`src/rtl/core/fsp_pkg.sv`:
```
`timescale 1ns / 1ps
// ----------------------------------------------------------------------------
// fsp_pkg: shared types and constants of the FASTA symbol stream packer.
// Command and result codes, the configuration bundle and the item structs.
// ----------------------------------------------------------------------------
package fsp_pkg;

  // Bytes with a special meaning in a FASTA file.
  localparam logic [7:0] CHAR_GT = 8'h3E;
  localparam logic [7:0] CHAR_NL = 8'h0A;

  // Largest number of padding symbols at one record boundary.
  localparam logic [5:0] MAX_PAD = 6'd63;

  // Configuration register indexes.
  localparam logic [1:0] CFG_TERM_SYMBOL   = 2'd0;
  localparam logic [1:0] CFG_PAD_COUNT     = 2'd1;
  localparam logic [1:0] CFG_BUFFER_LENGTH = 2'd2;

  typedef enum logic [1:0] {
    CMD_LOAD     = 2'd0,
    CMD_BYTE     = 2'd1,
    CMD_EOF      = 2'd2,
    CMD_NEW_FILE = 2'd3
  } cmd_e;

  typedef enum logic [2:0] {
    KIND_SYMBOL    = 3'd0,
    KIND_PAD       = 3'd1,
    KIND_DONE      = 3'd2,
    KIND_NO_RECORD = 3'd3,
    KIND_HDR_EOF   = 3'd4,
    KIND_OVERFLOW  = 3'd5
  } kind_e;

  typedef struct packed {
    logic [7:0]  term_symbol;
    logic [5:0]  pad_count;
    logic [31:0] buffer_length;
  } cfg_t;

  // One accepted input item as the engine sees it.
  typedef struct packed {
    cmd_e       cmd;
    logic [7:0] byte_value;
    logic       in_range;
  } item_t;

  typedef struct packed {
    kind_e       kind;
    logic [7:0]  symbol;
    logic [31:0] position;
    logic [31:0] record_count;
    logic        last;
  } res_t;

endpackage

```
`src/rtl/core/fasta_symbol_stream_packer.sv`:
```
`timescale 1ns / 1ps
// ----------------------------------------------------------------------------
// fasta_symbol_stream_packer: packs the sequence letters of a FASTA file.
// An item is registered at acceptance; its first result is registered after.
// Throughput: one item per cycle while each item gives at most one result and
// the receiver does not stall; a padding burst holds the input until done.
// Reset clears parse state, configuration and handshake state at once; the
// translation table is not cleared and must be loaded before use.
// ----------------------------------------------------------------------------
module fasta_symbol_stream_packer
  import fsp_pkg::*;
#(
  parameter int TABLE_ENTRIES = 256
) (
  input  logic              clk_i,
  input  logic              rst_ni,
  // Configuration write port.
  input  logic              cfg_we_i,
  input  logic [1:0]        cfg_index_i,
  input  logic [31:0]       cfg_data_i,
  // Input item channel.
  input  logic              in_valid_i,
  output logic              in_stall_o,
  input  logic [1:0]        command_i,
  input  logic [7:0]        byte_value_i,
  input  logic signed [7:0] table_value_i,
  // Result item channel.
  output logic              out_valid_o,
  input  logic              out_stall_i,
  output logic [2:0]        kind_o,
  output logic [7:0]        symbol_o,
  output logic [31:0]       position_o,
  output logic [31:0]       record_count_o,
  output logic              last_o
);

  localparam int         AddrW      = $clog2(TABLE_ENTRIES);
  localparam logic [8:0] TableLimit = 9'(TABLE_ENTRIES);

  // Configuration registers.
  cfg_t cfg_q;

  always_ff @(posedge clk_i or negedge rst_ni) begin
    if (!rst_ni) begin
      cfg_q.term_symbol   <= 8'd0;
      cfg_q.pad_count     <= 6'd0;
      cfg_q.buffer_length <= 32'hFFFF_FFFF;
    end else if (cfg_we_i) begin
      case (cfg_index_i)
        CFG_TERM_SYMBOL:   cfg_q.term_symbol   <= cfg_data_i[7:0];
        CFG_PAD_COUNT:     cfg_q.pad_count     <= cfg_data_i[5:0];
        CFG_BUFFER_LENGTH: cfg_q.buffer_length <= cfg_data_i;
        default: begin
        end
      endcase
    end
  end

  // Input register. The table is read at acceptance so that the entry
  // arrives together with the item; loads write the table at acceptance, so
  // any later byte sees them.
  logic       accept;
  logic       in_range;
  logic       item_done;
  logic       s1_valid_q;
  item_t      s1_item_q;
  logic [7:0] entry;

  assign in_range   = ({1'b0, byte_value_i} < TableLimit);
  assign in_stall_o = s1_valid_q && !item_done;
  assign accept     = in_valid_i && !in_stall_o;

  always_ff @(posedge clk_i or negedge rst_ni) begin
    if (!rst_ni) begin
      s1_valid_q <= 1'b0;
    end else if (accept) begin
      s1_valid_q <= 1'b1;
    end else if (item_done) begin
      s1_valid_q <= 1'b0;
    end
  end

  always_ff @(posedge clk_i) begin
    if (accept) begin
      s1_item_q.cmd        <= cmd_e'(command_i);
      s1_item_q.byte_value <= byte_value_i;
      s1_item_q.in_range   <= in_range;
    end
  end

  fsp_ram #(
    .WIDTH(8),
    .DEPTH(TABLE_ENTRIES)
  ) u_table (
    .clk_i  (clk_i),
    .we_i   (accept && (cmd_e'(command_i) == CMD_LOAD) && in_range),
    .waddr_i(byte_value_i[AddrW-1:0]),
    .wdata_i($unsigned(table_value_i)),
    .re_i   (accept),
    .raddr_i(byte_value_i[AddrW-1:0]),
    .rdata_o(entry)
  );

  // Parse engine: at most one result per cycle into the output register, unless the receiver stalls.
  logic out_valid_q;
  logic out_ready;
  logic emit;
  res_t res;
  res_t out_q;

  assign out_ready = !out_valid_q || !out_stall_i;

  fsp_engine u_engine (
    .clk_i       (clk_i),
    .rst_ni      (rst_ni),
    .cfg_i       (cfg_q),
    .item_valid_i(s1_valid_q),
    .item_i      (s1_item_q),
    .entry_i     (entry),
    .out_ready_i (out_ready),
    .emit_o      (emit),
    .res_o       (res),
    .item_done_o (item_done)
  );

  // Output register: holds a result while the receiver stalls.
  always_ff @(posedge clk_i or negedge rst_ni) begin
    if (!rst_ni) begin
      out_valid_q <= 1'b0;
    end else if (emit) begin
      out_valid_q <= 1'b1;
    end else if (!out_stall_i) begin
      out_valid_q <= 1'b0;
    end
  end

  always_ff @(posedge clk_i) begin
    if (emit) begin
      out_q <= res;
    end
  end

  assign out_valid_o    = out_valid_q;
  assign kind_o         = out_q.kind;
  assign symbol_o       = out_q.symbol;
  assign position_o     = out_q.position;
  assign record_count_o = out_q.record_count;
  assign last_o         = out_q.last;

endmodule

```
`src/rtl/core/fsp_ram.sv`:
```
`timescale 1ns / 1ps
// ----------------------------------------------------------------------------
// fsp_ram: generic single write port RAM with a registered read port.
// Read data updates only on a read enable and holds otherwise.
// ----------------------------------------------------------------------------
module fsp_ram #(
  parameter int WIDTH = 8,
  parameter int DEPTH = 256
) (
  input  logic                     clk_i,
  input  logic                     we_i,
  input  logic [$clog2(DEPTH)-1:0] waddr_i,
  input  logic [WIDTH-1:0]         wdata_i,
  input  logic                     re_i,
  input  logic [$clog2(DEPTH)-1:0] raddr_i,
  output logic [WIDTH-1:0]         rdata_o
);

  logic [WIDTH-1:0] mem_q [DEPTH];
  logic [WIDTH-1:0] rdata_q;

  always_ff @(posedge clk_i) begin
    if (we_i) begin
      mem_q[waddr_i] <= wdata_i;
    end
    if (re_i) begin
      rdata_q <= mem_q[raddr_i];
    end
  end

  assign rdata_o = rdata_q;

endmodule

```
`src/rtl/core/fsp_engine.sv`:
```
`timescale 1ns / 1ps
// ----------------------------------------------------------------------------
// fsp_engine: parse state and result sequencing.
// Produces at most one result per cycle while out_ready_i is high, for the item in the input register.
// ----------------------------------------------------------------------------
module fsp_engine
  import fsp_pkg::*;
(
  input  logic       clk_i,
  input  logic       rst_ni,
  input  cfg_t       cfg_i,
  input  logic       item_valid_i,
  input  item_t      item_i,
  input  logic [7:0] entry_i,
  input  logic       out_ready_i,
  output logic       emit_o,
  output res_t       res_o,
  output logic       item_done_o
);

  typedef enum logic [1:0] {
    MODE_SEEK   = 2'd0,
    MODE_HEADER = 2'd1,
    MODE_SEQ    = 2'd2,
    MODE_HALT   = 2'd3
  } mode_e;

  typedef enum logic [1:0] {
    PH_START = 2'd0,
    PH_PAD   = 2'd1,
    PH_OVF   = 2'd2,
    PH_DONE  = 2'd3
  } phase_e;

  mode_e       mode_q, mode_d;
  phase_e      phase_q, phase_d;
  logic        prev_nl_q, prev_nl_d;
  logic [31:0] offset_q, offset_d;
  logic [31:0] records_q, records_d;
  logic [5:0]  left_q, left_d;

  logic [5:0]  pads;
  logic [5:0]  left_now;
  logic [31:0] off_inc;
  logic        ovf;
  logic        is_gt;
  logic        is_nl;
  logic        pad_step;

  assign pads     = (cfg_i.pad_count > MAX_PAD) ? MAX_PAD : cfg_i.pad_count;
  assign left_now = (phase_q == PH_PAD) ? left_q : pads;
  assign off_inc  = offset_q + 32'd1;
  assign ovf      = (off_inc >= cfg_i.buffer_length);
  assign is_gt    = (item_i.byte_value == CHAR_GT);
  assign is_nl    = (item_i.byte_value == CHAR_NL);

  always_comb begin
    mode_d       = mode_q;
    phase_d      = phase_q;
    prev_nl_d    = prev_nl_q;
    offset_d     = offset_q;
    records_d    = records_q;
    left_d       = left_q;
    emit_o       = 1'b0;
    item_done_o  = 1'b0;
    pad_step     = 1'b0;
    res_o.kind         = KIND_SYMBOL;
    res_o.symbol       = 8'd0;
    res_o.position     = offset_q;
    res_o.record_count = records_q;
    res_o.last         = 1'b0;

    if (item_valid_i) begin
      case (phase_q)
        PH_START: begin
          case (item_i.cmd)
            CMD_LOAD: begin
              item_done_o = 1'b1;
            end
            CMD_NEW_FILE: begin
              mode_d      = MODE_SEEK;
              prev_nl_d   = 1'b0;
              offset_d    = 32'd0;
              records_d   = 32'd0;
              item_done_o = 1'b1;
            end
            CMD_BYTE: begin
              case (mode_q)
                MODE_SEEK: begin
                  if (!is_gt) begin
                    item_done_o = 1'b1;
                  end else if (pads == 6'd0) begin
                    mode_d      = MODE_HEADER;
                    item_done_o = 1'b1;
                  end else if (out_ready_i) begin
                    pad_step = 1'b1;
                  end
                end
                MODE_HEADER: begin
                  if (is_nl) begin
                    records_d = records_q + 32'd1;
                    prev_nl_d = 1'b0;
                    mode_d    = MODE_SEQ;
                  end
                  item_done_o = 1'b1;
                end
                MODE_SEQ: begin
                  if (is_gt && prev_nl_q) begin
                    if (pads == 6'd0) begin
                      mode_d      = MODE_HEADER;
                      prev_nl_d   = 1'b0;
                      item_done_o = 1'b1;
                    end else if (out_ready_i) begin
                      pad_step = 1'b1;
                    end
                  end else if (item_i.in_range && !entry_i[7]) begin
                    if (out_ready_i) begin
                      emit_o       = 1'b1;
                      res_o.kind   = KIND_SYMBOL;
                      res_o.symbol = entry_i;
                      offset_d     = off_inc;
                      if (ovf) begin
                        phase_d = PH_OVF;
                      end else begin
                        res_o.last  = 1'b1;
                        prev_nl_d   = is_nl;
                        item_done_o = 1'b1;
                      end
                    end
                  end else begin
                    // Dropped byte: no result, but it still counts as the
                    // previous byte for record boundary detection.
                    prev_nl_d   = is_nl;
                    item_done_o = 1'b1;
                  end
                end
                default: begin
                  item_done_o = 1'b1;
                end
              endcase
            end
            default: begin
              // End of file.
              case (mode_q)
                MODE_SEEK: begin
                  if (out_ready_i) begin
                    emit_o      = 1'b1;
                    res_o.kind  = KIND_NO_RECORD;
                    res_o.last  = 1'b1;
                    mode_d      = MODE_HALT;
                    item_done_o = 1'b1;
                  end
                end
                MODE_HEADER: begin
                  if (out_ready_i) begin
                    emit_o      = 1'b1;
                    res_o.kind  = KIND_HDR_EOF;
                    res_o.last  = 1'b1;
                    mode_d      = MODE_HALT;
                    item_done_o = 1'b1;
                  end
                end
                MODE_SEQ: begin
                  if (out_ready_i) begin
                    if (offset_q != 32'd0 && pads != 6'd0) begin
                      pad_step = 1'b1;
                    end else begin
                      emit_o      = 1'b1;
                      res_o.kind  = KIND_DONE;
                      res_o.last  = 1'b1;
                      mode_d      = MODE_HALT;
                      item_done_o = 1'b1;
                    end
                  end
                end
                default: begin
                  item_done_o = 1'b1;
                end
              endcase
            end
          endcase
        end
        PH_PAD: begin
          if (out_ready_i) begin
            pad_step = 1'b1;
          end
        end
        PH_OVF: begin
          if (out_ready_i) begin
            emit_o      = 1'b1;
            res_o.kind  = KIND_OVERFLOW;
            res_o.last  = 1'b1;
            mode_d      = MODE_HALT;
            phase_d     = PH_START;
            item_done_o = 1'b1;
          end
        end
        default: begin
          if (out_ready_i) begin
            emit_o      = 1'b1;
            res_o.kind  = KIND_DONE;
            res_o.last  = 1'b1;
            mode_d      = MODE_HALT;
            phase_d     = PH_START;
            item_done_o = 1'b1;
          end
        end
      endcase

      // One padding symbol of a burst. Only padding written in sequence
      // mode is checked against the buffer length.
      if (pad_step) begin
        emit_o       = 1'b1;
        res_o.kind   = KIND_PAD;
        res_o.symbol = cfg_i.term_symbol;
        offset_d     = off_inc;
        if (mode_q == MODE_SEQ && ovf) begin
          phase_d = PH_OVF;
        end else if (left_now == 6'd1) begin
          if (item_i.cmd == CMD_EOF) begin
            phase_d = PH_DONE;
          end else begin
            res_o.last  = 1'b1;
            mode_d      = MODE_HEADER;
            prev_nl_d   = 1'b0;
            phase_d     = PH_START;
            item_done_o = 1'b1;
          end
        end else begin
          phase_d = PH_PAD;
          left_d  = left_now - 6'd1;
        end
      end
    end
  end

  always_ff @(posedge clk_i or negedge rst_ni) begin
    if (!rst_ni) begin
      mode_q    <= MODE_SEEK;
      phase_q   <= PH_START;
      prev_nl_q <= 1'b0;
      offset_q  <= 32'd0;
      records_q <= 32'd0;
      left_q    <= 6'd0;
    end else begin
      mode_q    <= mode_d;
      phase_q   <= phase_d;
      prev_nl_q <= prev_nl_d;
      offset_q  <= offset_d;
      records_q <= records_d;
      left_q    <= left_d;
    end
  end

endmodule

```
`config.mk`:
```
export PLATFORM = sky130hd
export DESIGN_NAME = fasta_symbol_stream_packer
export DESIGN_NICKNAME = d
export VERILOG_FILES = /design/src/rtl/core/fsp_pkg.sv /design/src/rtl/core/fasta_symbol_stream_packer.sv /design/src/rtl/core/fsp_ram.sv /design/src/rtl/core/fsp_engine.sv
export SDC_FILE = /design/constraint.sdc
export NUM_CORES = 2
export LEC_CHECK = 0
export BUFFER_PORTS_ARGS = -buffer_cell sky130_fd_sc_hd__buf_2
export CORE_MARGIN = 3
export CORE_UTILIZATION = 47
export DETAILED_ROUTE_END_ITERATION = 12
export HOLD_SLACK_MARGIN = 0.08
export SLEW_MARGIN = 20
export SYNTH_ARGS = -nofsm -noshare
export SYNTH_HDL_FRONTEND = slang
export SYNTH_SLANG_ARGS = --single-unit
```
`constraint.sdc`:
```
create_clock -name clk_i -period 8.5 [get_ports clk_i]
set_clock_uncertainty 0.15 [all_clocks]
set_input_delay 2.55 -clock clk_i [delete_from_list [all_inputs] [get_ports clk_i]]
set_output_delay 2.55 -clock clk_i [all_outputs]
set_load 0.005 [all_outputs]
```
* Word-level counts from Yosys, hierarchy flattened
Memory sizes are Yosys's and may differ from the RTL's. A register that Yosys moved wholly into a read port is not among the register bits.
Cells that the tools add are included.
Widths: inputs -> output; s select.
** Operators by class
- Mux-type cells :: 119
- Eq/ne operators :: 26
- Shifts and indexed selects :: 0
- Reduce and logical (&&, ||, !) cells :: 35
- Multiply operators :: 0
- Bitwise operators :: 3
- Order comparisons :: 2
- Divide/modulo/power cells :: 0
- Add/subtract/negate cells :: 3
** Operators by type and width (number)
- $mux 32 :: 8
- $pmux 32 s2 :: 2
- $add 32x1->32 const B :: 2
- $mux 1 :: 50
- $mux 2 :: 25
- $mux 11 :: 3
- $ge 32x32->1 :: 1
- $reduce_bool 32->1 :: 1
- $pmux 1 s2 :: 14
- $pmux 3 s3 :: 2
- $mux 8 :: 2
- $ne 3x1->1 const B :: 5
- $mux 6 :: 2
- $pmux 2 s2 :: 3
- $pmux 2 s3 :: 2
- $eq 2x2->1 const B :: 5
- $logic_not 2->1 :: 5
- $mux 3 :: 3
- $mux 9 :: 1
- $reduce_and 9->1 :: 1
- $eq 2x1->1 const B :: 4
- $eq 8x4->1 const B :: 1
- $eq 8x6->1 const B :: 1
- $mux 7 :: 1
- other kinds (22) :: 44
** Word-level totals
- Memories kept :: 1
- Memory bits (read-only) :: 0
- Bits in writable memories :: 2048
- Latch bits :: 0
- Flip-flop bits (word level) :: 209
- Output and inout port bits :: 78
** Memories
- u_table.mem_q :: words 256, bits a word 8, read ports 1, clocked after memory_dff 1, write ports 1, line fsp_ram.sv:19 : logic [WIDTH-1:0] mem_q [DEPTH];

* Depth between registers and ports, before layout
- Depth in word-level cells :: 21
- Depth in mapped cells :: 19
- Mapped depth without buffers :: 16

* By module
Synthesis repeated with hierarchy kept, for this count alone.
** Second synthesis, totals
- Cell total of the unflattened synthesis :: 4661
- Area total of the unflattened synthesis :: 90061.4 um^2
** By module, submodules not included
- fsp_ram :: seq. area each 61739.2 um^2, instances 1, cells an instance 3733, area an instance 79646.4 um^2
- fsp_engine :: seq. area each 1876.8 um^2, instances 1, cells an instance 734, area an instance 5959.5 um^2
- fasta_symbol_stream_packer :: seq. area each 3823.7 um^2, instances 1, cells an instance 194, area an instance 4455.5 um^2

* Least setup slack after synthesis
Ideal clock, no wire load.
- Path kind :: register to output
- Start :: reg u_engine.offset_q[3]
- End :: out in_stall_o
- Arrival time :: 4.061 ns
- Setup slack :: 1.739 ns
- Buffers on the path :: 4
- Cell stages (with the launch flop) :: 18
- Path through :: dfrtp_1 clkbuf_1 and4_1 nand4_1 nor3_1 and2_1 clkbuf_1 and4_1 xor2_1 ha_1 nand4_1 nor4_1 nand4_1 a311oi_1 o311a_1 a21boi_1 buf_2 buf_2
** Between the ends
- Longest elaborated chain between the ends :: 16
- Elaborated cells between the ends (all ways) :: 28
** Ends and longest elaborated chain
- from (decl) :: line fsp_engine.sv:38 : logic [31:0] offset_q, offset_d;
- from (signal assigned) :: line fsp_engine.sv:249 : offset_q <= offset_d;
- $add 32x1->32 :: line fsp_engine.sv:52 : assign off_inc = offset_q + 32'd1;
- $ge 32x32->1 :: line fsp_engine.sv:53 : assign ovf = (off_inc >= cfg_i.buffer_length);
- $mux 1 :: line fsp_engine.sv:122 : if (ovf) begin
- $mux 1 :: line fsp_engine.sv:117 : if (out_ready_i) begin
- $mux 1 :: line fsp_engine.sv:116 : end else if (item_i.in_range && !entry_i[7]) begin
- $mux 1 :: line fsp_engine.sv:108 : if (is_gt && prev_nl_q) begin
- $pmux 1 s2 :: line fsp_engine.sv:88 : case (mode_q)
- $pmux 1 s2 :: line fsp_engine.sv:76 : case (item_i.cmd)
- $pmux 1 s2 :: line fsp_engine.sv:74 : case (phase_q)
- $mux 1 :: line fsp_engine.sv:220 : if (item_i.cmd == CMD_EOF) begin
- $mux 1 :: line fsp_engine.sv:219 : end else if (left_now == 6'd1) begin
- $mux 1 :: line fsp_engine.sv:217 : if (mode_q == MODE_SEQ && ovf) begin
- $mux 1 (*) :: line fsp_engine.sv:212 : if (pad_step) begin
- $mux 1 (*) :: line fsp_engine.sv:73 : if (item_valid_i) begin
- $logic_not 1->1 (*) :: line fasta_symbol_stream_packer.sv:70 : assign in_stall_o = s1_valid_q && !item_done;
- $logic_and 1x1->1 (*) :: line fasta_symbol_stream_packer.sv:70
- to (decl) :: line fasta_symbol_stream_packer.sv:23 : output logic in_stall_o,
Every way passes the cells marked *; elsewhere a longest branch is shown, timed or not. The select of a mux whose other input is x is not followed.

* Worst setup path after layout
Ends and elaborated chain as after synthesis.

==> results.yml <==
die:
  ios: 135
  placementRows: 160
  start_util_pct: 47.3
  dieHeight_um: 444
  die_x_um: 444
  die-area_mm2: 0.197
  core_area_mm2: 0.190
finish:
  design_area_mm2: 0.102
  finalNonFillerCells: 7320
  postLayoutCoreUtil_pct: 53.8
  area_growth_pct: 13.8
  insertedDiodeCount: 0
  layout_commonest_cell: "edfxtp_1"
  nets: 4720
  drive_above_1_share_pct: 31.9
  nFillCells: 14545
  final_cell_mix: "2142 x edfxtp_1, 637 x mux4_2, 227 x clkbuf_16, 180 x nand2_1, 171 x nor3_2"
critical_path:
  crit_path_start_kind: "register"
  path_class: "reg2out"
  path_max_fanout: 9
  worst_ep_arrival_time_ps: 5380
  r2r-start: "u_engine.offset_q[3]"
  rr_endpoint: "u_table.mem_q[52][1]"
  crit_required_ps: 5800
  ff2ff_path_depth: 19
  rrSetupSlack_ps: 1540
  cp-end-kind: "primary output"
clock_network:
  cts-root-buf: "clkbuf_16"
  path_clk_slew_ps: 60
  cts_tree: "yes"
  clock_path_buffers: 3
  h-tree-depth: 4
  cts_num_sinks: 2265
  clock_latency_ps: 860
  cts_made_buffers: 225
global_route:
  antenna_found_initial: 2
  grt_pass1_vias: 45041
  track_usage_pct: 22.7
  grt-ovfl-total: 0
  grt_pass1_wl_um: 325000
  grt_max_degree: 148
pwr:
  vdd_drop_max_v: 0.000393
  finalPower_uw: 25200
  power.density_mw_per_mm2: 246
  leakage_uw: 0.0323
logic_synthesis:
  ys_seq_area_share_pct: 74.9
  async_reset_ff_share_pct: 5.43
  synthFlopType: "edfxtp_1"
  postSynthCellCount: 4349
  synth_seq_cells: 2265
  ys_warn_count: 0
  synth-edff-count: 2142
  ys_types: 78
  synth_nets: 4452
  avgSynthCellArea_um2: 20.7
  netlist_area_mm2: 0.0901
run:
  maxCapViolations: 0
sta:
  fin_crit_ps: 8080
  setup_tns_ps: 0
  tightest_slew_ps: 1120
  relSlewSlack_pct: 25.0
  fmax_mhz: 124
  finalMaxSlewViolations: 0
  final.period_utilization_pct: 95.1
  finalHoldViolCount: 0
  setup_viol: 0
  rsz0062_at_grt: "no"
placed_design:
  placedCellCount: 6900
  io_buffers: 134
  hpwl_um: 136000
  postPlaceCellArea_mm2: 0.0950
  place.gp.congestion: 0.837
detailed_routing:
  ant_nets: 0
  wl_met3_um: 15900
  num_vias: 44519
  wl_per_cell_um: 30.3
  first_pass_iters: 6
  top_layer: "met4"
  wl_met2_um: 106000
  avgViaCountPerCell: 6.08
  wl_um: 222000
  met1_length_um: 95400
  drc: 0
  drt_iter0_drc: 5186
hold_path:
  holdPathEnd: "record_count_o[19]"
  hold_start: "u_engine.records_q[19]"
  hp-class: "reg2reg"
  hold_depth: 0
outcome:
  status: "finished, final reports clean"
[through the flow]
| step | hold WS (ps) | worst slack (ps) |
|---|---|---|
| finish | 324 | 420 |
| global route | 355 | 40.2 |
| CTS | 329 | 178 |
| detailed placement | 323 | 1150 |
| global placement | 316 | 1160 |
| floorplan | 273 | 1740 |
[cell families (layout without fill, tap and decap cells)]
logic type               Yosys count  count (layout)  synth area share (%)
AND/OR/NAND/NOR                  724             724                  3.89
adder cells (fa/ha/maj)           46              46                 0.639
multiplexers                     698             698                  16.7
XOR/XNOR                          52              52                 0.506
flip-flops                      2265            2265                  74.9
AO/OA/AOI/OAI                    263             263                  1.94
buffers and inverters            301             761                  1.48
[layer usage]
layer | vias to the layer above | global-route usage [%]
met5 | - | 0
li1 | 18696 | -
met1 | 23717 | 33.9
met3 | 289 | 3.69
met4 | 0 | 5.53
met2 | 1817 | 35.4
[area by class of cell]
class | instances | area (um2) | share of cell area (%)
flip-flops and latches | 2265 | 67400 | 65.8
multi-input cells | 1783 | 22200 | 21.7
clock buffers | 294 | 6010 | 5.86
well taps | 2511 | 3140 | 3.07
repair buffers | 291 | 2210 | 2.16
clock inverters | 125 | 1230 | 1.20
inverters | 51 | 191 | 0.187
[synth_stat cells, types with 24 or more instances]
library cell,number,share of area (%)
o21ai_0,65,0.36
mux4_2,637,16
buf_2,73,0.41
dfstp_2,32,0.93
nand3_1,49,0.27
clkbuf_1,131,0.55
xor2_1,28,0.27
edfxtp_1,2142,71
mux2_2,55,0.69
ha_1,46,0.64
a22oi_1,37,0.31
inv_1,51,0.21
dfrtp_1,91,2.5
nor3_1,246,1.4
a21oi_1,54,0.30
xnor2_1,24,0.23
nand2_1,181,0.75
nor2_1,118,0.49
buf_1,25,0.10
[power by group]
part	switching [uW]	internal, uW	total (uW)	leakage, uW
Clock	4200	5530	9740	0.00353
Sequential	185	12600	12800	0.0208
Combinational	1860	844	2700	0.00792
Total	6250	19000	25200	0.0323
[flip-flops by register name, summed over array words and instances (netlist names)]
register            count
u_engine.phase_q        2
s1_valid_q              1
u_engine.prev_nl_q      1
u_engine.left_q         6
kind_o                  3
u_table.mem_q        2048
symbol_o                8
u_table.rdata_o         8
record_count_o         32
out_valid_o             1
s1_item_q              10
u_engine.offset_q      32
cfg_q                  46
u_engine.records_q     32
last_o                  1
u_engine.mode_q         2
position_o             32
[worst max-delay path: stages, from the launching register on]
cell and delay (ps):
dfrtp_1 500, and4_1 330, nand4_1 260, nor3_1 230
buf_4 170, and2_1 290, and4_1 290, xor2_1 80
ha_1 290, nand4_1 150, nor4_2 400, nand4_1 240
a311oi_1 420, o311a_1 240, a21boi_4 420, buf_2 200
[what timing repair did]
action | in CTS | in global routing
buffers inserted | 0 | 0
endpoints found under the hold margin | 0 | 0
hold buffers | 0 | 0
resized for setup | 0 | 1
setup endpoints to repair | 0 | 1
[worst max path at each step]
stage                          from    endpoint  slack (ps)  depth (start not counted)
2_1_floorplan  u_engine.offset_q[3]  in_stall_o        1740                         17
3_3_place_gp   u_engine.offset_q[3]  in_stall_o        1160                         15
3_5_place_dp   u_engine.offset_q[3]  in_stall_o        1150                         15
4_1_cts        u_engine.offset_q[3]  in_stall_o         180                         15
5_1_grt        u_engine.offset_q[3]  in_stall_o          40                         15
6_report       u_engine.offset_q[3]  in_stall_o         420                         15
Note: power is estimated with default switching activity, not from simulation.
